===== src/assert_macros.svh =====
// Assertion macros shared by the RTL of the polar Gaussian generator.
// Needs no other file; the macros expand to nothing when SYNTH is defined.
`ifndef ASSERT_MACROS_SVH
`define ASSERT_MACROS_SVH
`ifndef SYNTH
`define PGG_ASSERT(label, clk, rstn, prop, msg) \
    label: assert property (@(posedge clk) disable iff (!rstn) prop) else $error(msg);
`define PGG_ASSERT_RST(label, clk, prop, msg) \
    label: assert property (@(posedge clk) prop) else $error(msg);
`else
`define PGG_ASSERT(label, clk, rstn, prop, msg)
`define PGG_ASSERT_RST(label, clk, prop, msg)
`endif
`endif


===== src/pgg_pkg.sv =====
// Shared constants and pipeline payload types of the polar Gaussian generator.
// Used by the cell modules and the top level; depends on nothing.
package pgg_pkg;

    localparam int UNIFORM_BITS_DEF  = 32;
    localparam int CORDIC_STAGES_DEF = 32;
    localparam int F_BITS            = 48;
    localparam int DIV_STEPS         = 33;
    localparam int SQRT_STEPS        = 31;
    localparam int CFG_IDX_W         = 4;

    localparam logic [31:0] LN2_HI = 32'hB17217F7;
    localparam logic [31:0] LN2_LO = 32'hD1CF79AB;

    localparam logic [CFG_IDX_W-1:0] REG_MEAN    = 4'd0;
    localparam logic [CFG_IDX_W-1:0] REG_STD_DEV = 4'd1;

    typedef struct packed {
        logic        v1_neg;
        logic [31:0] v1_mag;
        logic        v2_neg;
        logic [31:0] v2_mag;
    } pair_t;

    typedef struct packed {
        pair_t              pair;
        logic [5:0]         e;
        logic [31:0]        x0;
        logic [31:0]        x;
        logic [F_BITS-1:0]  f;
    } log_t;

    typedef struct packed {
        pair_t              pair;
        logic [5:0]         e;
        logic [F_BITS-1:0]  f;
        logic [31:0]        x0;
        logic [31:0]        rem;
        logic [DIV_STEPS-1:0] quo;
    } dv_t;

    typedef struct packed {
        pair_t                 pair;
        logic [4:0]            h;
        logic [61:0]           rem;
        logic [SQRT_STEPS-1:0] res;
    } sq_t;

endpackage


===== src/pgg_log_cell.sv =====
// One squaring step of the base-2 logarithm chain; yields one fraction bit.
// Depends on pgg_pkg.
module pgg_log_cell #(
    parameter int STEP = 0
) (
    input  logic          aclk,
    input  logic          aresetn,
    input  logic          adv,
    input  logic          in_valid,
    input  pgg_pkg::log_t in_data,
    output logic          out_valid,
    output pgg_pkg::log_t out_data
);

    logic [63:0]   sq;
    logic [32:0]   y;
    pgg_pkg::log_t data_next;
    pgg_pkg::log_t data_reg;
    logic          valid_reg;

    always_comb begin
        sq = in_data.x * in_data.x;
        y = sq[63:31];
        data_next = in_data;
        if (y[32]) begin
            data_next.x = y[32:1];
            data_next.f[pgg_pkg::F_BITS-1-STEP] = 1'b1;
        end else begin
            data_next.x = y[31:0];
        end
    end

    always_ff @(posedge aclk) begin
        if (!aresetn) begin
            valid_reg <= 1'b0;
        end else if (adv) begin
            valid_reg <= in_valid;
        end
    end

    always_ff @(posedge aclk) begin
        if (adv) begin
            data_reg <= data_next;
        end
    end

    assign out_valid = valid_reg;
    assign out_data  = data_reg;

endmodule


===== config.mk =====
export PLATFORM = sky130hd
export DESIGN_NAME = pgg_log_cell
export DESIGN_NICKNAME = d
export VERILOG_FILES = /design/src/assert_macros.svh /design/src/pgg_pkg.sv /design/src/pgg_log_cell.sv
export SDC_FILE = /design/constraint.sdc
export NUM_CORES = 2
export LEC_CHECK = 0
export BUFFER_PORTS_ARGS = -buffer_cell sky130_fd_sc_hd__buf_2
export CORE_MARGIN = 4
export CORE_UTILIZATION = 45
export CTS_CLUSTER_DIAMETER = 120
export CTS_CLUSTER_SIZE = 25
export DETAILED_ROUTE_END_ITERATION = 10
export SLEW_MARGIN = 20
export SYNTH_ARGS = -nofsm -noshare
export SYNTH_HDL_FRONTEND = slang
export SYNTH_SLANG_ARGS = --single-unit

===== constraint.sdc =====
create_clock -name aclk -period 11.15 [get_ports aclk]
set_input_delay 2.23 -clock aclk [delete_from_list [all_inputs] [get_ports aclk]]
set_output_delay 2.23 -clock aclk [all_outputs]
set_load 0.02 [all_outputs]

==> qor.txt <==
r2r setup slk - 10540 ps
number of synthesized flops with an enable pin - 184
Syn Inst Count - 3419
Worst Setup End Kind - register
final WL - 99.29 mm
io pins - 373
Post-Syn Area - 35380 sq um
area of the multi-input gates - 25650 sq um
Filler Cells Inserted - 7243
register area - 5545 sq um
max-slew violation count - 0
Wirelength per Cell - 20.61 um
status - completed
part of the Yosys area used for sequential elements - 0.1567
FFs w/ async S/R, synth - 0
most frequent CP cell - fa_1
share of cells above drive strength 1 - 0.1376
WS Path Type - primary input to register
initial antenna violation count - 6
area leader, netlist - fa_1
core area - 77720 sq um
Sinks on Clock Net - 185
Hold Path Class - register to register
Die Ht - 288.4 um
detailed-route DRC error count - 0
Synth top cells by count - inv_1 (983), fa_1 (791), ha_1 (300), nand2_1 (300), and2_1 (224)
slew at the pin closest to its max-slew limit - 1067 ps
largest net degree at the start of global routing - 104
Setup violations, final - 0
CTS tree - done
synth-to-layout area growth - 10.94%
Post-CTS Setup Repair Bufs - 0
post-synth top area share - 0.4476
Worst slew margin - 0.2885
Final TNS setup - 0 ps
# rows - 102
Worst Skew - 0 ps
initial core utilization - 0.4552
buffers added on ports - 372
final hold violation count - 0
Final period util - 0.9067
crit path time final - 10110 ps
fmax - 0.09891 GHz
Clock transition at path regs - 70 ps
first-pass GRT wire length - 154.7 mm
CP Launch Type - primary input
Area contributors post-synth - fa_1 (45%), edfxtp_1 (16%), ha_1 (11%)
FF+latch count, synth - 185
slowest library cell on the worst path - buf_2
ys flop type - edfxtp_1
Unique masters post-synth - 62
unrepaired setup endpoints after global routing - no
cts bufs inserted - 17
vias in the first global route - 26908
clock latency on the worst-skew pair - 430 ps
gr ovfl total - 0
slowest stage delay, CP - 590 ps
required time worst endpoint - 11330 ps
layout net count - 5038
# H-tree levels - 4
Syn. warnings - 0
CTS Buffer Depth - 2
total track usage - 0.2456
Final Wtd Congestion - 0.9290
Die X - 288.4 um
DP HPWL - 85.12 mm
vias per inst - 5.006
die area - 83170 sq um
worst endpoint data arrival time - 10290 ps
Antenna Nets Post-Route - 0
Hold Buf Count CTS - 0
Crit Path Max Fanout - 33
utilization after layout - 0.5050
max_cap viols - 0
Pre-antenna DRT Iters - 6
post-cts gate resize count - 0
Initial DRC Count - 1409
routed via count - 24113
Synth Net Count - 4698
syn avg cell area - 10.35 sq um
clock root cell - clkbuf_16
count leader, synth - inv_1
==> metrics by stage <==
step | hold slack, ps | instance area, sq um | instances | setup WS [ps]
final | 531.4 | 39250 | 4817 | 1040
after global routing | 618.6 | 39230 | 4812 | 556.0
after CTS | 533.8 | 39230 | 4812 | 1050
after detailed placement | 508.1 | 38600 | 4780 | 603.7
after global placement | 501.6 | 38600 | 4780 | 672.4
after floorplan | 589.3 | 35380 | 3419 | 1695
==> layout by cell type (no fill, tap or decap), types with 16 or more instances in the layout <==
master,Yosys,layout
and2_1,224,224
nor2_1,72,72
fa_1,791,791
xnor2_1,39,39
a21oi_1,79,79
inv_1,983,983
a21o_1,38,38
buf_4,0,66
o21ai_0,33,33
ha_1,300,300
xor2_1,41,41
edfxtp_1,184,184
buf_2,0,371
nand3_1,16,16
nand2_1,300,300
mux2_4,19,19
clkbuf_16,0,17
==> worst max-delay path, delay by kind of cell <==
kind / cells / cell delay, ps
fa+ha+maj: 9 / 4220
buf+inv: 7 / 1490
mux: 1 / 370
simple gates: 4 / 870
compound gates: 5 / 1080
==> flip-flops by register name, indices dropped and copies added, names as in the netlist <==
name and cells:
out_valid 1, out_data 184
==> cell type report <==
| cell class | count | share of cell area |
|---|---|---|
| inverter | 984 | 0.09411 |
| sequential | 185 | 0.1413 |
| timing repair buffer | 440 | 0.06124 |
| clock buffer | 17 | 0.01084 |
| tap | 1040 | 0.03316 |
| multi-input combinational | 2131 | 0.6537 |
| antenna | 5 | 0.0003188 |
| clock inverter | 15 | 0.005356 |
==> logic make-up after synthesis <==
| logic type | share of synthesized area |
|---|---|
| xor gates and xnor gates | 0.01981 |
| AOI/OAI and AO/OA | 0.04495 |
| muxes | 0.01337 |
| and+or+nand+nor | 0.09333 |
| adders and majority gates | 0.5537 |
| DFF | 0.1567 |
| buffers and inverters | 0.1181 |
==> path summary, 6_finish.rpt <==
kind | startpoint | end | cells past startpoint
max reg2reg | out_valid | out_valid | 2
max | in_data[70] | out_data[50] | 26
min | out_valid | out_valid | 2
min reg2reg | out_valid | out_valid | 2
==> routing by layer <==
| metal | routed length, um | up-vias | part of all wire | GRT usage |
|---|---|---|---|---|
| met1 | 40820 | 12463 | 0.41 | 0.3285 |
| met2 | 50060 | 662 | 0.50 | 0.4249 |
| met5 | 62 | - | 0.00062 | 0 |
| met4 | 2519 | 8 | 0.025 | 0.05807 |
| met3 | 5835 | 118 | 0.059 | 0.03623 |
| li1 | - | 10862 | - | - |
Power is left out: the tool's default activity adds up to more than one toggle a clock period on the data nets, which glitch-free logic cannot reach.
