[src/assert_macros.svh]
// Assertion macros shared by the RTL of the polar Gaussian generator.
// Needs no other file; the macros expand to nothing when SYNTH is defined.
`ifndef ASSERT_MACROS_SVH
`define ASSERT_MACROS_SVH
`ifndef SYNTH
`define PGG_ASSERT(label, clk, rstn, prop, msg) \
    label: assert property (@(posedge clk) disable iff (!rstn) prop) else $error(msg);
`define PGG_ASSERT_RST(label, clk, prop, msg) \
    label: assert property (@(posedge clk) prop) else $error(msg);
`else
`define PGG_ASSERT(label, clk, rstn, prop, msg)
`define PGG_ASSERT_RST(label, clk, prop, msg)
`endif
`endif

[src/pgg_pkg.sv]
// Shared constants and pipeline payload types of the polar Gaussian generator.
// Used by the cell modules and the top level; depends on nothing.
package pgg_pkg;

    localparam int UNIFORM_BITS_DEF  = 32;
    localparam int CORDIC_STAGES_DEF = 32;
    localparam int F_BITS            = 48;
    localparam int DIV_STEPS         = 33;
    localparam int SQRT_STEPS        = 31;
    localparam int CFG_IDX_W         = 4;

    localparam logic [31:0] LN2_HI = 32'hB17217F7;
    localparam logic [31:0] LN2_LO = 32'hD1CF79AB;

    localparam logic [CFG_IDX_W-1:0] REG_MEAN    = 4'd0;
    localparam logic [CFG_IDX_W-1:0] REG_STD_DEV = 4'd1;

    typedef struct packed {
        logic        v1_neg;
        logic [31:0] v1_mag;
        logic        v2_neg;
        logic [31:0] v2_mag;
    } pair_t;

    typedef struct packed {
        pair_t              pair;
        logic [5:0]         e;
        logic [31:0]        x0;
        logic [31:0]        x;
        logic [F_BITS-1:0]  f;
    } log_t;

    typedef struct packed {
        pair_t              pair;
        logic [5:0]         e;
        logic [F_BITS-1:0]  f;
        logic [31:0]        x0;
        logic [31:0]        rem;
        logic [DIV_STEPS-1:0] quo;
    } dv_t;

    typedef struct packed {
        pair_t                 pair;
        logic [4:0]            h;
        logic [61:0]           rem;
        logic [SQRT_STEPS-1:0] res;
    } sq_t;

endpackage

[src/pgg_sqrt_cell.sv]
// One step of the digit-by-digit square root; settles one result bit.
// Depends on pgg_pkg.
module pgg_sqrt_cell #(
    parameter int BIT = 0
) (
    input  logic         aclk,
    input  logic         aresetn,
    input  logic         adv,
    input  logic         in_valid,
    input  pgg_pkg::sq_t in_data,
    output logic         out_valid,
    output pgg_pkg::sq_t out_data
);

    logic [63:0]  trial;
    logic         take;
    pgg_pkg::sq_t data_next;
    pgg_pkg::sq_t data_reg;
    logic         valid_reg;

    always_comb begin
        trial = ({{(64-pgg_pkg::SQRT_STEPS){1'b0}}, in_data.res} << (BIT + 1))
              + (64'd1 << (2 * BIT));
        take = ({2'b0, in_data.rem} >= trial);
        data_next = in_data;
        if (take) begin
            data_next.rem = in_data.rem - trial[61:0];
            data_next.res[BIT] = 1'b1;
        end
    end

    always_ff @(posedge aclk) begin
        if (!aresetn) begin
            valid_reg <= 1'b0;
        end else if (adv) begin
            valid_reg <= in_valid;
        end
    end

    always_ff @(posedge aclk) begin
        if (adv) begin
            data_reg <= data_next;
        end
    end

    assign out_valid = valid_reg;
    assign out_data  = data_reg;

endmodule

[config.mk]
export PLATFORM = sky130hd
export DESIGN_NAME = pgg_sqrt_cell
export DESIGN_NICKNAME = d
export VERILOG_FILES = /design/src/assert_macros.svh /design/src/pgg_pkg.sv /design/src/pgg_sqrt_cell.sv
export SDC_FILE = /design/constraint.sdc
export NUM_CORES = 1
export LEC_CHECK = 0
export ABC_AREA = 1
export ABC_CLOCK_PERIOD_IN_PS = 2200
export BUFFER_PORTS_ARGS = -buffer_cell sky130_fd_sc_hd__buf_2
export CAP_MARGIN = 20
export CORE_ASPECT_RATIO = 0.8
export CORE_MARGIN = 1
export CORE_UTILIZATION = 40
export DETAILED_ROUTE_END_ITERATION = 6
export PLACE_DENSITY = 0.64
export SYNTH_ARGS = -nofsm -noshare
export SYNTH_HDL_FRONTEND = slang
export SYNTH_SLANG_ARGS = --single-unit
[constraint.sdc]
create_clock -name aclk -period 2.2 [get_ports aclk]
set_input_delay 0.22 -clock aclk [delete_from_list [all_inputs] [get_ports aclk]]
set_output_delay 0.22 -clock aclk [all_outputs]
set_load 0.005 [all_outputs]
==> metrics.txt, run 1 <==
outcome=completed; R2R setup slack=1.56 ns; later-pin clock latency in the skew report=0.44 ns; Post-DRT Antenna Nets=0; hold slack=0.0284 ns; Initial DRC Count=611; Top Usage Layer GRT=met2; Max Clock Skew=0 ns; Reg clk slew, reported paths=0.07 ns; Hold Vio Cnt, Final=0; Worst Setup Path Type=primary input to flip-flop; slew at the pin closest to its max-slew limit=0.558 ns; largest net degree at the start of global routing=49; met3 Usage GRT=4.58%; Placed Cells=1,941; Crit Path Max Fanout=4; Slew Limit Fails=0; vias per cell=4.65; sequential share of the synthesized area=51.0%; layout net count=1,949; placed cell area=12,800 um2; fin crit period=2.07 ns; slew margin rel.=62.4%; CTS Buffer Depth=2; total track usage=27.4%; CTS Root Cell=clkbuf_16; TritonCTS clock tree=built; proportion of layout cells with a drive suffix above 1=33.4%; endpoints failing setup=0; syn_nets=1,362; CP endpoint kind=flip-flop; Die Y-Extent=141 um; fmax=484 MHz; Total Routed Length=33.8 mm; sw frac=29.5%; final core utilization=61.2%; data arrival time of the worst path=2.27 ns; Internal Dissipation=6290 uW; die width=176 um; Cell Area, Synth=9700 um2; via count=9,636; area of the core=23,600 um2; Static Leak=0.00712 uW; H-tree Lvls=4; Sequential Power Share=43.5%; grt met1 use=37.4%; Tcrit/Tclk final=94.0%; Resize count post-CTS=0; HP Class=primary input to flip-flop; area delta synth->final=48.8%; P per Cell Area=619 nW/um2; vias in the first global route=9,356; r2r worst-path depth=2; first-pass GRT wire length=51.3 mm; Distinct cells, synth=35; Ys Warns=0; initial antenna violation count=2; Worst Path Required=2.40 ns; gr ovfl total=0; standard-cell row count=50; Remaining DRCs=0; IO buf count=332; Hold-fix buffers, CTS=100; wire per inst=16.3 um; I/O pin count=333; met2 Track Usage GR=45.6%; clk sink count=165; combinational power share=22.8%; RD Place Congestion=0.938; Post-Syn Instances=1,161; dpl hpwl=26.9 mm; WHS Path Cells=3; P_sw=2630 uW; Syn Area/Cell=8.35 um2; max-cap violations=0; CTS buffer count=17; RSZ-0062 raised after global routing=false; final std cells w/o fill=2,074; initial core utilization=41.1%; Clock Power Share=33.7%; kind of launch point of the worst setup path=primary input; VDD IR max=0.000508 V; post-CTS setup repair buffer count=0; Layout Cell Area excl Fill=14,400 um2; die area=24,900 um2; synthesized flop and latch total=165; drt pass-1 iters=5
cell usage after synthesis (all sizes together):
library cell | number | area, um2
o21bai | 3 | 22.5
buf | 10 | 100
o21ai | 28 | 181
a21oi | 53 | 363
nand4 | 10 | 62.6
and2 | 1 | 6.26
edfxtp | 164 | 4920
nand3b | 6 | 45.0
nor4 | 1 | 6.26
and3 | 1 | 6.26
nor2 | 112 | 450
nand2 | 419 | 1630
fa | 1 | 20.0
xor2 | 9 | 78.8
or2 | 4 | 25.0
a21o | 1 | 7.51
nor3b | 1 | 7.51
o21a | 1 | 7.51
inv | 207 | 777
ha | 32 | 400
nor3 | 19 | 100
nand3 | 59 | 300
xnor2 | 18 | 158
dfxtp | 1 | 20.0
power groups by stage:
stage	clock network [uW]	logic, uW	registers (uW)
3_5_place_dp	0	1880	3950
4_1_cts	3080	2040	3890
5_1_grt	3160	2230	3910
2_1_floorplan	0	750	4000
3_3_place_gp	0	1870	3950
6_report	3010	2030	3890
routing by layer:
| layer | up-vias | wire [um] |
|---|---|---|
| li1 | 4877 | - |
| met1 | 4397 | 15400 |
| met2 | 332 | 15700 |
| met3 | 28 | 2260 |
| met4 | 2 | 415 |
| met5 | - | 13 |
flip-flops by register name (all words and copies together), names as in the netlist:
register,count
out_valid,1
out_data,164
through the flow:
stage                     power [uW]  setup WS (ns)  TNS, ns
after floorplan                 4750          0.186        0
after global placement          5820         -0.298    -7.42
after detailed placement        5830         -0.314    -8.71
after CTS                       9000          0.161        0
after global routing            9310         0.0196        0
final                           8930          0.133        0
critical path, stage by stage:
cell      delay [ns]
buf_2           0.08
inv_1           0.04
ha_1            0.31
buf_4           0.15
nand2_1         0.12
inv_1           0.05
nand2_1         0.06
nand2_1         0.08
nand3b_1        0.32
nand2_1         0.13
nand2_1         0.22
or2_2           0.35
nand3_1         0.08
nand2_1         0.05
cells in the final DEF, fill, tap and decap left out, types with 21 or more instances in the layout:
master	synthesis	layout
edfxtp_1	164	164
buf_2	2	331
a21oi_2	26	26
nand2_1	398	398
a21oi_1	27	27
dlygate4sd3_1	0	100
nand3_1	58	58
inv_1	200	200
buf_4	2	139
ha_1	32	32
nor2_1	104	104
nand2_2	21	21
kinds of logic (layout without fill, tap and decap cells):
| family | count (synthesis) | count (layout) | synth area share, % |
|---|---|---|---|
| AO/OA/AOI/OAI | 86 | 86 | 6.00 |
| XOR/XNOR | 27 | 27 | 2.44 |
| adder cells (fa/ha/maj) | 33 | 33 | 4.34 |
| buffers and inverters | 217 | 817 | 9.05 |
| flip-flops | 165 | 165 | 51.0 |
| other | 0 | 1 | 0 |
| AND/OR/NAND/NOR | 633 | 633 | 27.2 |
worst paths after layout:
check                           startpoint      endpoint
worst min register to register   out_valid     out_valid
worst min-delay path               aresetn     out_valid
worst max register to register   out_valid     out_valid
worst max-delay path            in_data[8]  out_data[58]
layout make-up:
class / count / area, um2
Clock inverter: 14 / 154
Timing Repair Buffer: 578 / 3850
Sequential cell: 165 / 4940
Fill cell: 2136 / 9160
Multi-Input combinational cell: 779 / 3870
Antenna cell: 1 / 2.50
Clock buffer: 18 / 429
Inverter: 207 / 777
Tap cell: 312 / 390
Note: power is estimated with default switching activity, not from simulation.
==> run 2, diff against run 1 <==
Settings changed: BUFFER_PORTS_ARGS -buffer_cell sky130_fd_sc_hd__buf_2 to default, DONT_BUFFER_PORTS from default to 1, PLACE_DENSITY 0.64 to 0.52.
==> run 2 against run 1 <==
  * The flow now finishes with violations (negative hold slack)
  * Routed wire length shrank 5.5%
  * Clock-buffer cell count shrank 1
  * Power shrank 5.0%
  * Clock skew is the same
  * Die area is the same
  * Setup slack gained 0.21 ns
  * Non-clock buffer count shrank 356
  * Maximum frequency grew 12%
  * Clock power grew 1%
  * First-iteration DRC count grew 8.2%
  * Global-route usage shrank 1.7 points
  * Highest routed layer is now met4
==> metrics.txt, run 2 (synthesis gave the netlist of run 1 again) <==
Largest register FFs=164 (unchanged); Initial DRC Count=661 (+8.2%); Hold Vio Cnt, Final=36 (+36); Reg clk slew, reported paths=0.08 ns (about the same); Sequential Power Share=47.4% (+3.9 points); outcome=finished with violations; largest net degree at the start of global routing=167 (+240%); commonest non-fill, non-tap cell in the layout=nand2_1; CTS Root Cell=clkbuf_16; hold_sp=adv; pre-CTS setup slack=-0.0788 ns (+0.235 ns); crit path cell chain=inv_1 -> ha_1 -> buf_4 -> nand2_1 -> nand2_1 -> a21oi_1 -> o21bai_1 -> inv_1 -> nand3_1 -> or2_2 -> nand3_1 -> nand2_1; sw frac=29.2% (-0.31 points); first-pass GRT wire length=47.5 mm (-7.3%); area of the multi-input gates=3870 um2 (unchanged); max incr delay on CP=0.35 ns (about the same); RSZ-0062 raised after global routing=false; antenna cells=0 (-1); CTS buffer count=17 (unchanged); standard-cell row count=50 (unchanged); Tcrit/Tclk final=84.2% (-9.7 points); TritonCTS clock tree=built; register area=4940 um2 (unchanged); data arrival time of the worst path=2.04 ns (-0.23 ns); combinational power share=16.6% (-6.2 points); fmax=540 MHz (+12%); Max Clock Skew=0 ns (unchanged); post-CTS setup repair buffer count=0 (unchanged); P_sw=2470 uW (-6.0%); CP dominant cell by count=nand2_1; area of the core=23,600 um2 (unchanged); Post-DRT Antenna Nets=0 (unchanged); VDD IR max=0.000522 V (+2.8%); Internal Dissipation=6000 uW (-4.6%); drt pass-1 iters=7 (+2); endpoints failing setup=0 (unchanged); Slew Limit Fails=0 (unchanged); CTS Buffer Depth=2 (unchanged); crit-path leading delay family=simple AND/OR/NAND/NOR gates; RD Place Congestion=0.944 (+0.70%); die area=24,900 um2 (unchanged); die width=176 um (unchanged); Layout Cell Area excl Fill=12,600 um2 (-13%); Static Leak=0.00564 uW (-21%); vias in the first global route=8,136 (-13%); Total Routed Length=31.9 mm (-5.5%); initial core utilization=41.1% (unchanged); layout net count=1,593 (-18%); proportion of layout cells with a drive suffix above 1=14.0% (-19 points); total track usage=25.7% (-1.7 points); kind of launch point of the worst setup path=primary input; HP Class=primary input to flip-flop; I/O pin count=333 (unchanged); later-pin clock latency in the skew report=0.43 ns (about the same); clk sink count=165 (unchanged); Remaining DRCs=0 (unchanged); Worst Setup Path Type=primary input to flip-flop; dpl hpwl=24.6 mm (-8.6%); Worst Path Required=2.39 ns (about the same); H-tree Lvls=4 (unchanged); total power=8480 uW (-5.0%); slowest stage cell, crit path=or2_2; initial antenna violation count=0 (-2); area delta synth->final=30.0%; Reg-to-Reg Start=out_valid; Hold-fix buffers, CTS=136 (+36%); Crit Path Max Fanout=4 (unchanged); slew margin rel.=66.3% (+3.9 points); placed cell area=10,700 um2 (-17%); failing checks=negative hold slack; CP endpoint kind=flip-flop; Die Y-Extent=141 um (unchanged); Resize count post-CTS=0 (unchanged); CP Launch Point=in_data[19]; gr ovfl total=0 (unchanged); hold slack=-0.114 ns (-0.142 ns); Clock Power Share=36.0% (+2.3 points); via count=8,234 (-15%); commonest non-fill, non-tap cells in the layout=nand2_1, inv_1, edfxtp_1; Critical path buffers and inverters=3 (-1); IO buf count=0 (-100%); Filler cells=2,255 (+5.6%); max-cap violations=0 (unchanged); fin crit period=1.85 ns (-0.214 ns); setup TNS=0 ns (unchanged); setup ws final=0.347 ns (+0.214 ns); vias per cell=4.80 (+3.2%); slew at the pin closest to its max-slew limit=0.500 ns (-0.0577 ns); P per Cell Area=672 nW/um2 (+8.7%); wire per inst=18.6 um (+14%)
==> run 2: cell types whose count changed in the layout (fill, tap and decap cells not counted), moves of 2 or more <==
| cell | previous run | this run |
|---|---|---|
| dlygate4sd3_1 | 100 | 136 |
| inv_6 | 4 | 2 |
| buf_12 | 7 | 2 |
| buf_2 | 331 | 0 |
| buf_4 | 139 | 84 |
==> run 2: worst reg2reg max path: cells and delay by family (launching register included) <==
kind,cells,cell delay [ns]
buffers and inverters,1,0.56
flip-flops,1,0.33
AO/OA/AOI/OAI,2,0.26
==> run 2: area by class of cell <==
class | instances | share of cell area (%)
Timing Repair Buffer | 222 | 16.1
Sequential cell | 165 | 39.2
Clock inverter | 15 | 1.31
Clock buffer | 17 | 3.37
Inverter | 207 | 6.16
Tap cell | 312 | 3.10
Multi-Input combinational cell | 779 | 30.7
==> run 2: final timing paths <==
kind                  endpoint  slack, ns  depth (start not counted)
hold reg to reg      out_valid       1.17                          3
hold / removal    out_data[90]      -0.11                          0
setup / recovery  out_data[56]       0.35                         12
setup reg to reg     out_valid       0.94                          3
==> run 2: power by group through the flow <==
stage	Sequential, uW	Combinational [uW]	Clock (uW)
floorplan	4000	750	0
global placement	4090	1180	0
detailed placement	4100	1190	0
CTS	4030	1400	3100
global route	4040	1560	3220
finish	4020	1410	3050
==> run 2: layer usage <==
layer  up-vias  global-route usage, %  share of wire, %
li1       4155                      -                 -
met1      3756                   35.4                46
met2       303                   40.6                45
met3        20                   6.94               7.8
met4         0                   5.49              0.98
met5         -                      0                 0
==> run 2: through the flow <==
stage	cells	utilization, %
5_1_grt	1717	53.5
2_1_floorplan	1161	-
4_1_cts	1717	53.5
3_5_place_dp	1549	45.2
6_report	1717	53.5
3_3_place_gp	1549	45.2
==> run 3, diff against run 2 <==
Settings changed: ABC_AREA 1 to 0, ABC_CLOCK_PERIOD_IN_PS 2200 to 1650, PLACE_DENSITY 0.52 to 0.54.
Clock period 2.2 ns to 1.65 ns, I/O delays scaled along.
==> run 3 against run 2 <==
  * The flow finishes with violations (negative hold slack, negative setup slack)
  * Core utilization up 10 points
  * Register-to-register slack got worse by 0.49 ns
  * Non-clock buffer count up 109
  * Flip-flop and latch count is the same
  * Design area decreased by 2.6%
  * Global-route usage fell by 1.6 points
  * Clock-buffer cell count up 1
  * Critical endpoint is now out_data[67]
==> metrics.txt, run 3 <==
outcome=finished with violations; failing checks=negative hold slack, negative setup slack; TritonCTS clock tree=built; CP endpoint kind=flip-flop; gr ovfl total=0 (unchanged); r2r worst-path depth=3 (unchanged); CTS buffer count=17 (unchanged); CTS Root Cell=clkbuf_16; die width=160 um (-9.0%); Hold-fix buffers, CTS=161 (+18%); Initial DRC Count=343 (-48%); asr flop ratio synth=0% (unchanged); count leader, synth=edfxtp_1; WHS Path Cells=0 (unchanged); Compound-Gate Fraction of Synth Area=11.1% (+5.1 points); fmax=439 MHz; CTS Buffer Depth=2 (unchanged); VDD IR max=0.000706 V (+35%); Worst Setup Path Type=primary input to flip-flop; RSZ-0062 raised after global routing=true; synthesized flop and latch total=165 (unchanged); main combinational cell family by area after synthesis=simple AND/OR/NAND/NOR gates; Syn Area/Cell=12.3 um2 (+48%); area leader, netlist=edfxtp_1; later-pin clock latency in the skew report=0.42 ns (about the same); Reg clk slew, reported paths=0.07 ns (about the same); syn_nets=851 (-38%); RD Place Congestion=0.834 (-12%); sequential share of the synthesized area=61.7% (+11 points); slew margin rel.=69.4% (+3.1 points); Remaining DRCs=0 (unchanged); slew at the pin closest to its max-slew limit=0.454 ns (-0.0460 ns); synth top area cells=edfxtp_1, xnor2_1, ha_1, a21oi_1, nor2_1; drt pass-1 iters=4 (-3); I/O pin count=333 (unchanged); die area=20,600 um2 (-17%); first-pass GRT wire length=37.7 mm (-21%); Ys Warns=0 (unchanged); setup ws final=-0.627 ns (-0.974 ns); max incr delay on CP=0.53 ns (+0.18 ns); P per Cell Area=910 nW/um2 (+35%); clk sink count=165 (unchanged); max-cap violations=0 (unchanged); vias per cell=5.17 (+7.9%); wire per inst=20.2 um (+8.8%); crit path cell chain=or4_4 -> nor4_4 -> nand2_2 -> or2_4 -> o21a_4 -> a2111oi_4 -> buf_6 -> nand4b_1 -> xnor2_1; via count=6,461 (-22%); fin crit period=2.28 ns; endpoints failing setup=63 (+63); hold_sp=adv; H-tree Lvls=4 (unchanged); Post-Syn Instances=650 (-44%); WHS Endpoint=out_data[84]; xor/xnor cell area share of the yosys netlist=6.67% (+4.2 points); area of the core=19,300 um2 (-18%); total power=11,200 uW (+32%); layout net count=1,179 (-26%); area delta synth->final=53.2%; R2R setup slack=0.45 ns (-0.49 ns); standard-cell row count=45 (-10%); proportion of layout cells with a drive suffix above 1=28.2% (+14 points); multiplexer area fraction after synthesis=1.11% (+1.1 points); initial antenna violation count=0 (unchanged); dpl hpwl=17.1 mm (-30%); kind of launch point of the worst setup path=primary input; hold slack=-0.152 ns (-0.0377 ns); largest net degree at the start of global routing=166 (-0.60%); most common flop cell mapped by yosys=edfxtp_1; Max Clock Skew=0 ns (unchanged); antenna cells=0 (unchanged); simple logic cell fraction of the synthesized area=11.2% (-16 points); Worst Path Required=1.82 ns (-0.57 ns); commonest non-fill, non-tap cells in the layout=edfxtp_1, dlygate4sd3_1, buf_4; Filler cells=1,558 (-31%); Reg-to-Reg Start=out_valid; Distinct cells, synth=58 (+66%); share of Yosys cell area claimed by the top area cell type=61.5% (+11 points); Crit Path Max Fanout=10 (+6); Post-DRT Antenna Nets=0 (unchanged); pre-CTS setup slack=-1.15 ns (-1.08 ns); data arrival time of the worst path=2.45 ns (+0.41 ns); Slew Limit Fails=0 (unchanged); vias in the first global route=6,570 (-19%); reg2reg end=out_valid; Synth Area in Adders=5.25% (+0.91 points); HP Class=primary input to flip-flop; commonest cells in the netlist=edfxtp_1, a21oi_1, nor2_1; total track usage=24.1% (-1.6 points); Die Y-Extent=129 um (-9.0%); Post-synth EDFFs=164 (unchanged); commonest non-fill, non-tap cell in the layout=edfxtp_1; Tcrit/Tclk final=138%; initial core utilization=41.5% (+0.38 points); slowest stage cell, crit path=or4_4; Largest register FFs=164 (unchanged); Total Routed Length=25.3 mm (-21%); Hold Vio Cnt, Final=46 (+28%); IO buf count=0 (unchanged); Static Leak=0.00480 uW (-15%); Cell Area, Synth=8010 um2 (-17%)
-- run 3: changes by cell type in the layout (fill, tap and decap cells not counted), moves of 10 or more --
cell	before	now
dlygate4sd3_1	136	161
nand2_2	21	1
inv_1	200	40
buf_4	84	158
a21o_1	1	11
a21oi_2	26	9
a21oi_1	27	58
nor2_1	104	45
nor3_1	18	8
nand2_1	398	35
xnor2_1	18	43
nand3_1	58	13
-- run 3: how the worst max path moves through the flow --
| stage | startpoint | end | slack, ns | cells after the start |
|---|---|---|---|---|
| finish | in_data[76] | out_data[67] | -0.63 | 9 |
| floorplan | in_data[76] | out_data[87] | -1.10 | 8 |
| global placement | in_data[21] | out_data[88] | -1.12 | 11 |
| global route | in_data[25] | out_data[89] | -0.75 | 13 |
| detailed placement | in_data[21] | out_data[90] | -1.15 | 11 |
| CTS | in_data[76] | out_data[87] | -0.58 | 9 |
-- run 3: area by class of cell --
| cell class | instances | area, um2 | area share, % |
|---|---|---|---|
| Multi-Input combinational cell | 421 | 3260 | 26.6 |
| Clock inverter | 14 | 139 | 1.13 |
| Inverter | 42 | 158 | 1.28 |
| Sequential cell | 165 | 4940 | 40.3 |
| Tap cell | 258 | 323 | 2.63 |
| Timing Repair Buffer | 331 | 3020 | 24.6 |
| Clock buffer | 18 | 429 | 3.50 |
-- run 3: critical path: cells and delay by family --
| kind | cells | cell delay (ns) |
|---|---|---|
| compound gates | 2 | 0.57 |
| simple gates | 5 | 1.34 |
| xor+xnor | 1 | 0.17 |
| buf+inv | 1 | 0.20 |
-- run 3: per-stage QoR --
stage | hold slack, ns | util, % | cells | setup TNS, ns | instance area (um2)
6_report | -0.152 | 63.6 | 1249 | -32.76 | 12300
4_1_cts | -0.165 | 62.7 | 1245 | -30.31 | 12100
2_1_floorplan | 0.264 | - | 650 | -56.59 | 8150
3_5_place_dp | 0.264 | 49.4 | 1042 | -65.43 | 9550
3_3_place_gp | 0.264 | 49.4 | 1042 | -63.09 | 9550
5_1_grt | -0.168 | 63.6 | 1249 | -39.13 | 12300
-- run 3: layer usage --
metal | routed length [um] | part of all wire (%) | global-route usage [%]
met1 | 10800 | 43 | 30.7
met2 | 12600 | 50 | 41.6
met3 | 1580 | 6.2 | 6.06
met4 | 302 | 1.2 | 5.38
met5 | 0 | 0 | 0
-- run 3: logic make-up (layout without fill, tap and decap cells) --
kind of cell | count (synthesis) | after routing
multiplexers | 8 | 8
buffers and inverters | 64 | 405
AND/OR/NAND/NOR | 178 | 178
AO/OA/AOI/OAI | 141 | 141
flip-flops | 165 | 165
adder cells (fa/ha/maj) | 33 | 33
XOR/XNOR | 61 | 61
-- run 3: power breakdown --
part | internal (uW) | total, uW | switching, uW
Combinational | 1110 | 1970 | 857
Sequential | 5110 | 5370 | 260
Clock | 2000 | 3840 | 1840
-- run 3: what timing repair did --
item,CTS,global route
setup endpoints to repair,63,63
cloned,4,0
hold endpoints to repair,324,164
buffers inserted,6,4
pin swaps,21,12
resized for setup,44,22
