--- src/assert_macros.svh ---
// Assertion macros shared by the RTL of the polar Gaussian generator.
// Needs no other file; the macros expand to nothing when SYNTH is defined.
`ifndef ASSERT_MACROS_SVH
`define ASSERT_MACROS_SVH
`ifndef SYNTH
`define PGG_ASSERT(label, clk, rstn, prop, msg) \
    label: assert property (@(posedge clk) disable iff (!rstn) prop) else $error(msg);
`define PGG_ASSERT_RST(label, clk, prop, msg) \
    label: assert property (@(posedge clk) prop) else $error(msg);
`else
`define PGG_ASSERT(label, clk, rstn, prop, msg)
`define PGG_ASSERT_RST(label, clk, prop, msg)
`endif
`endif

--- src/pgg_pkg.sv ---
// Shared constants and pipeline payload types of the polar Gaussian generator.
// Used by the cell modules and the top level; depends on nothing.
package pgg_pkg;

    localparam int UNIFORM_BITS_DEF  = 32;
    localparam int CORDIC_STAGES_DEF = 32;
    localparam int F_BITS            = 48;
    localparam int DIV_STEPS         = 33;
    localparam int SQRT_STEPS        = 31;
    localparam int CFG_IDX_W         = 4;

    localparam logic [31:0] LN2_HI = 32'hB17217F7;
    localparam logic [31:0] LN2_LO = 32'hD1CF79AB;

    localparam logic [CFG_IDX_W-1:0] REG_MEAN    = 4'd0;
    localparam logic [CFG_IDX_W-1:0] REG_STD_DEV = 4'd1;

    typedef struct packed {
        logic        v1_neg;
        logic [31:0] v1_mag;
        logic        v2_neg;
        logic [31:0] v2_mag;
    } pair_t;

    typedef struct packed {
        pair_t              pair;
        logic [5:0]         e;
        logic [31:0]        x0;
        logic [31:0]        x;
        logic [F_BITS-1:0]  f;
    } log_t;

    typedef struct packed {
        pair_t              pair;
        logic [5:0]         e;
        logic [F_BITS-1:0]  f;
        logic [31:0]        x0;
        logic [31:0]        rem;
        logic [DIV_STEPS-1:0] quo;
    } dv_t;

    typedef struct packed {
        pair_t                 pair;
        logic [4:0]            h;
        logic [61:0]           rem;
        logic [SQRT_STEPS-1:0] res;
    } sq_t;

endpackage

--- src/pgg_div_cell.sv ---
// One restoring step of the reciprocal divider; yields one quotient bit.
// Depends on pgg_pkg.
module pgg_div_cell (
    input  logic         aclk,
    input  logic         aresetn,
    input  logic         adv,
    input  logic         in_valid,
    input  pgg_pkg::dv_t in_data,
    output logic         out_valid,
    output pgg_pkg::dv_t out_data
);

    logic [32:0]  trial;
    logic [32:0]  diff;
    logic         take;
    pgg_pkg::dv_t data_next;
    pgg_pkg::dv_t data_reg;
    logic         valid_reg;

    always_comb begin
        trial = {in_data.rem, 1'b1};
        diff = trial - {1'b0, in_data.x0};
        take = (trial >= {1'b0, in_data.x0});
        data_next = in_data;
        data_next.rem = take ? diff[31:0] : trial[31:0];
        data_next.quo = {in_data.quo[pgg_pkg::DIV_STEPS-2:0], take};
    end

    always_ff @(posedge aclk) begin
        if (!aresetn) begin
            valid_reg <= 1'b0;
        end else if (adv) begin
            valid_reg <= in_valid;
        end
    end

    always_ff @(posedge aclk) begin
        if (adv) begin
            data_reg <= data_next;
        end
    end

    assign out_valid = valid_reg;
    assign out_data  = data_reg;

endmodule

--- config.mk ---
export PLATFORM = sky130hd
export DESIGN_NAME = pgg_div_cell
export DESIGN_NICKNAME = d
export VERILOG_FILES = /design/src/assert_macros.svh /design/src/pgg_pkg.sv /design/src/pgg_div_cell.sv
export SDC_FILE = /design/constraint.sdc
export NUM_CORES = 1
export LEC_CHECK = 0
export ABC_AREA = 0
export BUFFER_PORTS_ARGS = -buffer_cell sky130_fd_sc_hd__buf_2
export CAP_MARGIN = 20
export CORE_AREA = 2 2 173 175
export DETAILED_ROUTE_END_ITERATION = 10
export DIE_AREA = 0 0 175 177
export SKIP_CTS_REPAIR_TIMING = 1
export SYNTH_ARGS = -nofsm -noshare
export SYNTH_HDL_FRONTEND = slang
export SYNTH_SLANG_ARGS = --single-unit
--- constraint.sdc ---
create_clock -name aclk -period 6.5 [get_ports aclk]
set_clock_uncertainty 0.1 [all_clocks]
set_input_delay 1.95 -clock aclk [delete_from_list [all_inputs] [get_ports aclk]]
set_output_delay 1.95 -clock aclk [all_outputs]
set_load 0.02 [all_outputs]
==> reports/results.ini, run 1 <==
[route]
viasPerCell=4.56
drt_iter0_drc=451
ant_nets=0
vias=6511
firstDrtPassIters=4
wire_per_inst_um=20.3
drc=0
wirelength_um=28900

[layout]
areaGrowthSynthToFinish_pct=40.3
final_area_um2=12200
fin_nets=1270
final_common_cell=buf_2
drive_gt1_frac=0.478
fill_cells=2758
most-common-layout-cells=buf_2 (436), edfxtp_1 (217), inv_1 (39), a21oi_1 (38), nor2_1 (37)

[die]
start_util=0.298
die_area_um2=31000
die_w_um=175
core_area_um2=29200
pin_count=439
die_y_um=177
fp-row-count=63

[critical_path]
critPathKind=primary input to flip-flop
slowest_delay_ps=490
crit_slowest_cell=inv_2
cpLargestDelayFamily=compound AO/OA/AOI/OAI gates
path_cells=buf_2 > inv_1 > ha_1 > fa_1 > nand2b_1 > a211oi_2 > o31ai_1 > a211o_1 > nand3_2 > nand2_4 > inv_2 > mux2_4
critPathArrivalTime_ps=4740
startpoint_type=primary input
worst_setup_path_end_kind=flip-flop
required_ps=6690
critical_path_buf_inv_count=3
crit_fanout=35

[place]
dp_hpwl_um=22300
gp_congestion=0.871
dp_slack_ps=1320
placed_cell_area_um2=11400
port_buffers=437

[sta]
setup_viol=0
finalSetupTns_ps=0
post-route-period-util=0.700
hold_viol_final=0
maxSlewHeadroom=0.370
grt_setup_unrepaired=no
slew_violations=0
period_needed_ps=4550
fmax_mhz=220
fin_ws_ps=1950
worst_pin_slew_ps=945

[synth]
synth.largest_area_cell=edfxtp_1
syn-num-nets=811
async_reset_ff_frac=0
ys_warn_count=0
synth-edff-count=217
synth_top_flop_cell=edfxtp_1
synth.distinct_cells=62
synth_top_area_share=0.747
yosysSeqAreaShare=0.749
synth.avg_cell_area_um2=15.6
synthesis.area_um2=8730
synthCells=558
synth_area_leaders=edfxtp_1 (75%), ha_1 (4.4%), a21oi_1 (2.2%)
ys_ff_latch=218

[clock_tree]
numCtsBuffers=25
cts.clk_slew.worst_paths_ps=60
cts.sinks=218
cts_buffer_depth=3
cts-htree-levels=1
cts_root_buf=clkbuf_16
cts_tree=yes
clock_latency_ps=540

[grt]
antenna_found_initial=6
overflow=0
grt_max_degree=124
grt_pass1_wl_um=39500
grt_pass1_vias=6198
grt_usage=0.173

[job]
max_cap_viol_count=0

[power]
ir_drop_mv=0.207
power_w=0.00388
power.leakage_nw=5.36
powerDensity_nw_per_um2=317

[min_path]
hp-class=flip-flop to flip-flop

[outcome]
status=finished, final reports clean

## per-layer routing
| metal | wire (µm) | global-route usage | vias to the layer above |
|---|---|---|---|
| li1 | - | - | 3041 |
| met1 | 11400 | 0.203 | 3111 |
| met4 | 1100 | 0.0653 | 10 |
| met5 | 62 | 0 | - |
| met3 | 2640 | 0.0638 | 60 |
| met2 | 13800 | 0.290 | 289 |
## metrics by stage
stage	hold slack, ps	utilization	cells
2_1_floorplan	489	-	558
4_1_cts	441	0.418	1424
5_1_grt	467	0.418	1424
3_3_place_gp	406	0.389	1380
3_5_place_dp	420	0.389	1380
6_report	439	0.419	1427
## Yosys cell counts (all sizes together) (3+ instances only)
library cell and number:
o31ai 3, mux2i 3, o21ai 22, o21a 5, xor2 13, edfxtp 217
a211oi 3, nor2 38, buf 7, a21o 10, nand3 11, nand2 33
xnor2 9, nand2b 6, a21oi 40, inv 40, o31a 3, nor3 11
and3 3, ha 31, a31oi 8, o211ai 3, nor3b 3, nand4 4
## worst paths after layout
kind	startpoint	end	slack (ps)	cells after the start
worst max-delay path	in_data[33]	out_data[56]$_DFFE_PP_	1950	12
worst min-delay path	out_valid$_SDFFE_PN0P_	out_valid$_SDFFE_PN0P_	440	2
worst max register to register	out_valid$_SDFFE_PN0P_	out_valid$_SDFFE_PN0P_	5790	2
worst min register to register	out_valid$_SDFFE_PN0P_	out_valid$_SDFFE_PN0P_	440	2
## registers in the layout (all words and copies together) (netlist names)
register	count
out_data	217
out_valid	1
## worst register-to-register path: cells and delay by family, from the launching register on
kind | cells | cell delay, ps
DFF | 1 | 310
muxes | 1 | 130
and+or+nand+nor | 1 | 70
## kinds of logic (layout without fill, tap and decap cells)
| family | count (synthesis) | in the layout | share of synthesized area |
|---|---|---|---|
| flops | 218 | 218 | 0.749 |
| simple gates | 123 | 123 | 0.0691 |
| mux | 4 | 4 | 0.00516 |
| xor+xnor | 22 | 22 | 0.0221 |
| fa+ha+maj | 32 | 32 | 0.0467 |
| compound gates | 111 | 111 | 0.0840 |
| other cells | 0 | 3 | 0 |
| buf+inv | 48 | 524 | 0.0238 |
## where the power goes
group / internal [W] / total (W) / switching, W
clock: 0.000875 / 0.00145 / 0.000578
combinational: 0.000235 / 0.000690 / 0.000456
sequential: 0.00170 / 0.00174 / 0.0000316
## final cells by class
type | count | area (µm²) | area share
flip-flops and latches | 218 | 6540 | 0.534
inverters | 40 | 150 | 0.0123
well taps | 390 | 488 | 0.0399
diodes | 3 | 7.51 | 0.000613
multi-input cells | 292 | 1980 | 0.162
clock inverters | 16 | 196 | 0.0160
repair buffers | 440 | 2230 | 0.182
clock buffers | 28 | 647 | 0.0529
(Power assumes the default switching activity.)
==> run 2, diff against run 1 <==
==> constraint.sdc (replaced) <==
create_clock -name aclk -period 4.6 [get_ports aclk]
set_clock_uncertainty 0.1 [all_clocks]
set_input_delay 1.38 -clock aclk [delete_from_list [all_inputs] [get_ports aclk]]
set_output_delay 1.38 -clock aclk [all_outputs]
set_load 0.02 [all_outputs]
==> run 2 against run 1 <==
Largest power group unchanged. Sequential share of layout area shrank 0.52 points. Sequential power up 41%. Critical path depth stayed put.
==> reports/results.ini, run 2 (synthesis results as in run 1) <==
[clock_tree]
cts_root_buf=clkbuf_16  ; unchanged
numCtsBuffers=26  ; was 25
cts.clk_slew.worst_paths_ps=60  ; about the same
cts-htree-levels=1  ; unchanged
cts.sinks=218  ; unchanged
clock_latency_ps=510  ; was 540 ps
cts_tree=yes  ; unchanged
cts_buffer_depth=3  ; unchanged

[critical_path]
crit_slowest_cell=a221oi_2  ; was inv_2
required_ps=4770  ; was 6690 ps
critPathKind=primary input to flip-flop  ; unchanged
path_cells=buf_2 > inv_1 > ha_1 > fa_1 > nand2b_1 > a211oi_2 > nor3_1 > a221oi_2 > a31oi_1 > o31a_1 > xor2_1 > o21ai_1  ; was buf_2 > inv_1 > ha_1 > fa_1 > nand2b_1 > a211oi_2 > o31ai_1 > a211o_1 > nand3_2 > nand2_4 > inv_2 > mux2_4
startpoint_type=primary input  ; unchanged
cp-startpoint=in_data[33]  ; unchanged
r2r_cells=2  ; unchanged
r2r-start=out_valid$_SDFFE_PN0P_  ; unchanged
r2r_setup_slack_ps=3910  ; was 5790 ps
worst_setup_path_end_kind=flip-flop  ; unchanged
crit_fanout=3  ; was 35
critPathArrivalTime_ps=3970  ; was 4740 ps
timing.rr.end=out_valid$_SDFFE_PN0P_  ; unchanged
crit_path_end=out_data[64]$_DFFE_PP_  ; was out_data[56]$_DFFE_PP_
slowest_delay_ps=480  ; was 490 ps

[layout]
regArea_um2=6540  ; unchanged
multi_input_area_um2=1980  ; unchanged
stdcell_count=1432  ; was 1427
final_common_cell=buf_2  ; unchanged
fill_cells=2763  ; was 2758
most-common-layout-cells=buf_2 (436), edfxtp_1 (217), inv_1 (39), a21oi_1 (38), nor2_1 (37)  ; unchanged
drive_gt1_frac=0.481  ; was 0.478
fin_nets=1276  ; was 1270
largest_reg_flops=217  ; unchanged
final_area_um2=12400  ; was 12200 µm²
areaGrowthSynthToFinish_pct=41.7  ; was 40.3%

[die]
die_w_um=175  ; unchanged
start_util=0.298  ; unchanged
pin_count=439  ; unchanged
die_y_um=177  ; unchanged
die_area_um2=31000  ; unchanged
fp-row-count=63  ; unchanged
core_area_um2=29200  ; unchanged

[sta]
hold_slack_ps=430  ; was 439 ps
hold_viol_final=0  ; unchanged
post-route-period-util=0.827
maxSlewHeadroom=0.585  ; was 0.370
period_needed_ps=3800
finalSetupTns_ps=0  ; unchanged
worst_pin_slew_ps=622  ; was 945 ps
fmax_mhz=263
slew_violations=0  ; unchanged
grt_setup_unrepaired=no  ; unchanged
setup_viol=0  ; unchanged

[place]
port_buffers=437  ; unchanged
place_inst=1385  ; was 1380
placed_cell_area_um2=11400  ; about the same
dp_hpwl_um=22700  ; was 22300 µm
gp_congestion=0.867  ; was 0.871

[grt]
overflow=0  ; unchanged
grt_pass1_wl_um=40500  ; was 39500 µm
antenna_found_initial=4  ; was 6
grt_pass1_vias=6333  ; was 6198
grt_usage=0.176  ; was 0.173
grt_max_degree=79  ; was 124

[min_path]
hp-class=flip-flop to flip-flop  ; unchanged

[power]
intPower_w=0.00414  ; was 0.00281 W
ir_drop_mv=0.226  ; was 0.207 mV
power_frac_clock=0.389  ; was 0.375
power.leakage_nw=5.41  ; was 5.36 nW
switching_power_w=0.00149  ; was 0.00107 W
comb_power_share=0.175  ; was 0.178
powerDensity_nw_per_um2=456  ; was 317 nW/µm²
switching_share=0.264  ; was 0.275
seqPwrFrac=0.436  ; was 0.447

[route]
vias=6476  ; was 6511
wirelength_um=29000  ; was 28900 µm
firstDrtPassIters=5  ; was 4
drc=0  ; unchanged
drt_iter0_drc=409  ; was 451
wire_per_inst_um=20.3  ; about the same
viasPerCell=4.52  ; was 4.56
ant_nets=0  ; unchanged

[job]
max_cap_viol_count=0  ; unchanged

[outcome]
status=finished, final reports clean  ; unchanged

-- run 2: changes by cell type in the layout (fill, tap and decap cells not counted), sizes merged --
cell      change
bufinv        +2
buf           +5
clkinvlp      +1
clkinv        -3
diode         -1
clkbuf        +2
inv           -1
-- run 2: worst min-delay path by stage --
stage                                 from                     end  slack, ps  cells after the start
global route        out_valid$_SDFFE_PN0P_  out_valid$_SDFFE_PN0P_        470                      2
finish              out_valid$_SDFFE_PN0P_  out_valid$_SDFFE_PN0P_        430                      2
CTS                 out_valid$_SDFFE_PN0P_  out_valid$_SDFFE_PN0P_        430                      2
floorplan           out_valid$_SDFFE_PN0P_  out_valid$_SDFFE_PN0P_        490                      2
global placement    out_valid$_SDFFE_PN0P_  out_valid$_SDFFE_PN0P_        400                      2
detailed placement  out_valid$_SDFFE_PN0P_  out_valid$_SDFFE_PN0P_        420                      2
-- run 2: stage by stage --
step / utilization / total power, W / setup slack [ps]
finish: 0.423 / 0.00563 / 796
global route: 0.422 / 0.00587 / 650
CTS: 0.422 / 0.00571 / 820
detailed placement: 0.391 / 0.00349 / 281
global placement: 0.391 / 0.00348 / 303
floorplan: - / 0.00305 / 798
-- run 2: cell type report --
type                    instances  share of cell area
multi-input cells             292               0.160
repair buffers                445               0.185
diodes                          2            0.000405
clock inverters                15              0.0186
well taps                     390              0.0395
inverters                      40              0.0121
clock buffers                  30              0.0556
flip-flops and latches        218               0.529
-- run 2: critical path: cells and delay by family --
| family | cells | cell delay [ps] |
|---|---|---|
| compound gates | 5 | 1320 |
| fa+ha+maj | 2 | 660 |
| simple gates | 2 | 330 |
| buf+inv | 2 | 140 |
| xor+xnor | 1 | 130 |
-- run 2: power by group through the flow --
| stage | sequential, W | combinational (W) | clock, W |
|---|---|---|---|
| CTS | 0.00246 | 0.00100 | 0.00226 |
| finish | 0.00245 | 0.000987 | 0.00219 |
| global placement | 0.00249 | 0.000986 | 0 |
| global route | 0.00247 | 0.00106 | 0.00234 |
| floorplan | 0.00274 | 0.000306 | 0 |
| detailed placement | 0.00249 | 0.000995 | 0 |
-- run 2: metal layers --
layer,up-vias,GRT usage,part of all wire
met2,266,0.300,0.49
met1,3101,0.210,0.39
met5,-,0,0.0015
met4,8,0.0483,0.024
li1,3046,-,-
met3,55,0.0627,0.096
==> run 3, diff against run 2 <==
--- a/config.mk
+++ b/config.mk
@@ -5,12 +5,12 @@
 export SDC_FILE = /design/constraint.sdc
 export NUM_CORES = 1
 export LEC_CHECK = 0
-export ABC_AREA = 0
+export ABC_AREA = 1
 export BUFFER_PORTS_ARGS = -buffer_cell sky130_fd_sc_hd__buf_2
 export CAP_MARGIN = 20
-export CORE_AREA = 2 2 173 175
+export CORE_AREA = 2 2 169 171
 export DETAILED_ROUTE_END_ITERATION = 10
-export DIE_AREA = 0 0 175 177
+export DIE_AREA = 0 0 171 173
 export SKIP_CTS_REPAIR_TIMING = 1
 export SYNTH_ARGS = -nofsm -noshare
 export SYNTH_HDL_FRONTEND = slang
==> constraint.sdc (replaced) <==
create_clock -name aclk -period 3.85 [get_ports aclk]
set_clock_uncertainty 0.1 [all_clocks]
set_input_delay 1.155 -clock aclk [delete_from_list [all_inputs] [get_ports aclk]]
set_output_delay 1.155 -clock aclk [all_outputs]
set_load 0.02 [all_outputs]
==> run 3 against run 2 <==
Design area up 5.6%. Register-to-register slack worse by 900 ps. Cell count up 22%. Utilization up 5.0 points.
==> reports/results.ini, run 3 <==
[outcome]
status=finished, final reports clean  ; unchanged

[layout]
drive_gt1_frac=0.367  ; was 0.481
finalCoreUtilization=0.472  ; was 0.423
stdcell_count=1740  ; was 1432
areaGrowthSynthToFinish_pct=37.0  ; was 41.7%
fin_nets=1591  ; was 1276
most-common-layout-cells=buf_2 (436), nand2_1 (311), edfxtp_1 (217), inv_1 (163), nand3_1 (42)  ; was buf_2 (436), edfxtp_1 (217), inv_1 (39), a21oi_1 (38), nor2_1 (37)
largest_reg_flops=217  ; unchanged
final_common_cell=buf_2  ; unchanged

[critical_path]
startpoint_type=primary input  ; unchanged
critPathKind=primary input to flip-flop  ; unchanged
r2r_setup_slack_ps=3010  ; was 3910 ps
r2r_cells=2  ; unchanged
worst_setup_path_end_kind=flip-flop  ; unchanged
required_ps=4040  ; was 4770 ps
critPathArrivalTime_ps=3100  ; was 3970 ps
r2r-start=out_valid$_SDFFE_PN0P_  ; unchanged
crit_fanout=29  ; was 3
timing.rr.end=out_valid$_SDFFE_PN0P_  ; unchanged

[sta]
slew_violations=0  ; unchanged
maxSlewHeadroom=0.532  ; was 0.585
grt_setup_unrepaired=no  ; unchanged
finalSetupTns_ps=0  ; unchanged
post-route-period-util=0.755
period_needed_ps=2910
hold_viol_final=0  ; unchanged
fin_ws_ps=942  ; was 796 ps
worst_pin_slew_ps=703  ; was 622 ps
fmax_mhz=344
setup_viol=0  ; unchanged

[synth]
async_reset_ff_frac=0  ; unchanged
synth.most_common_cell=nand2_1  ; was edfxtp_1
yosysSeqAreaShare=0.686  ; was 0.749
synth.largest_area_cell=edfxtp_1  ; unchanged
synth.avg_cell_area_um2=10.9  ; was 15.6 µm²
synth_area_leaders=edfxtp_1 (68%), nand2_1 (12%), inv_1 (6.4%)  ; was edfxtp_1 (75%), ha_1 (4.4%), a21oi_1 (2.2%)
syn-num-nets=1126  ; was 811
synth_commonest_cells=nand2_1 (311), edfxtp_1 (217), inv_1 (163), nand3_1 (42), nor2_1 (41)  ; was edfxtp_1 (217), inv_1 (39), a21oi_1 (38), nor2_1 (37), nand2_1 (32)
synthesis.area_um2=9520  ; was 8730 µm²
synthCells=873  ; was 558
ys_ff_latch=218  ; unchanged
synth_top_area_share=0.684  ; was 0.747
synth-edff-count=217  ; unchanged
ys_warn_count=0  ; unchanged
synth_top_flop_cell=edfxtp_1  ; unchanged
synth.distinct_cells=27  ; was 62

[route]
vias=7578  ; was 6476
firstDrtPassIters=5  ; unchanged
drt_iter0_drc=388  ; was 409
wire_per_inst_um=18.4  ; was 20.3 µm
ant_nets=0  ; unchanged
drc=0  ; unchanged
viasPerCell=4.36  ; was 4.52
wirelength_um=32100  ; was 29000 µm

[clock_tree]
cts.sinks=218  ; unchanged
cts-htree-levels=1  ; unchanged
cts.clk_slew.worst_paths_ps=60  ; about the same
clock_latency_ps=520  ; was 510 ps
cts_tree=yes  ; unchanged
numCtsBuffers=25  ; was 26
cts_buffer_depth=3  ; unchanged
cts_root_buf=clkbuf_16  ; unchanged

[power]
powerDensity_nw_per_um2=492  ; was 456 nW/µm²
power.leakage_nw=6.50  ; was 5.41 nW
ir_drop_mv=0.315  ; was 0.226 mV

[die]
pin_count=439  ; unchanged
core_area_um2=27600  ; was 29200 µm²
die_w_um=171  ; was 175 µm
fp-row-count=61  ; was 63
die_y_um=173  ; was 177 µm
die_area_um2=29600  ; was 31000 µm²
start_util=0.345  ; was 0.298

[place]
gp_congestion=0.900  ; was 0.867
port_buffers=437  ; unchanged
dp_slack_ps=367  ; was 281 ps
place_inst=1689  ; was 1385
dp_hpwl_um=26000  ; was 22700 µm

[job]
max_cap_viol_count=0  ; unchanged

[grt]
grt_max_degree=88  ; was 79
grt_usage=0.209  ; was 0.176
overflow=0  ; unchanged
grt_pass1_wl_um=45800  ; was 40500 µm
grt_pass1_vias=7445  ; was 6333
antenna_found_initial=11  ; was 4

[min_path]
whs_path_depth=2  ; unchanged
min_to=out_valid$_SDFFE_PN0P_  ; unchanged
hold_start=out_valid$_SDFFE_PN0P_  ; unchanged
hp-class=flip-flop to flip-flop  ; unchanged

-- run 3: cell types whose count changed in the layout (fill, tap and decap cells not counted), moves of 4 or more --
cell	change
diode_2	+4
a21oi_1	-24
clkinv_1	+4
nand3_1	+32
inv_1	+124
nor3_1	-10
nor2_1	+4
a31oi_1	-8
o21ai_0	-17
nand2b_1	-6
xnor2_1	-8
a21o_1	-9
o21a_1	-5
nand2_1	+279
-- run 3: cells by family after synthesis --
family | after synthesis | share of synthesized area
compound gates | 19 | 0.0102
buf+inv | 173 | 0.0703
xor+xnor | 14 | 0.0129
simple gates | 417 | 0.177
fa+ha+maj | 32 | 0.0428
flops | 218 | 0.686
-- run 3: critical path: stages --
cell	delay [ps]
buf_2	70
inv_1	40
ha_1	220
fa_1	440
nor2_1	150
o21ai_1	80
nand2_2	100
nand2_1	70
nand2_1	130
nand2_1	110
nand2_4	90
inv_2	210
nand2_1	130
nand2_1	70
-- run 3: power breakdown --
group | total (W) | internal (W) | switching (W)
Sequential | 0.00291 | 0.00286 | 0.0000480
Clock | 0.00236 | 0.00139 | 0.000965
Combinational | 0.00115 | 0.000375 | 0.000776
-- run 3: layer usage --
| layer | vias up | global-route usage | share of wire |
|---|---|---|---|
| li1 | 3747 | - | - |
| met1 | 3499 | 0.250 | 0.39 |
| met5 | - | 0 | 0.0020 |
| met4 | 10 | 0.0639 | 0.033 |
| met2 | 262 | 0.361 | 0.49 |
| met3 | 60 | 0.0588 | 0.087 |
-- run 3: worst max path at each step --
stage          slack, ps                     end   startpoint
2_1_floorplan        740  out_data[40]$_DFFE_PP_  in_data[33]
3_5_place_dp         370  out_data[59]$_DFFE_PP_  in_data[33]
6_report             940  out_data[62]$_DFFE_PP_  in_data[33]
3_3_place_gp         390  out_data[59]$_DFFE_PP_  in_data[33]
5_1_grt              720  out_data[52]$_DFFE_PP_  in_data[33]
4_1_cts              930  out_data[62]$_DFFE_PP_  in_data[33]
-- run 3: per-stage QoR --
step	hold WS (ps)	instance area, µm²	power [W]
floorplan	506	9520	0.00360
global placement	461	12200	0.00411
detailed placement	481	12200	0.00412
CTS	544	13000	0.00649
global route	552	13000	0.00668
finish	539	13100	0.00642
-- run 3: layout make-up --
type	count	area [µm²]
clock inverters	17	170
multi-input cells	482	2320
flip-flops and latches	218	6540
inverters	167	627
fillers	2725	14600
diodes	6	15.0
clock buffers	28	637
well taps	378	473
repair buffers	444	2270
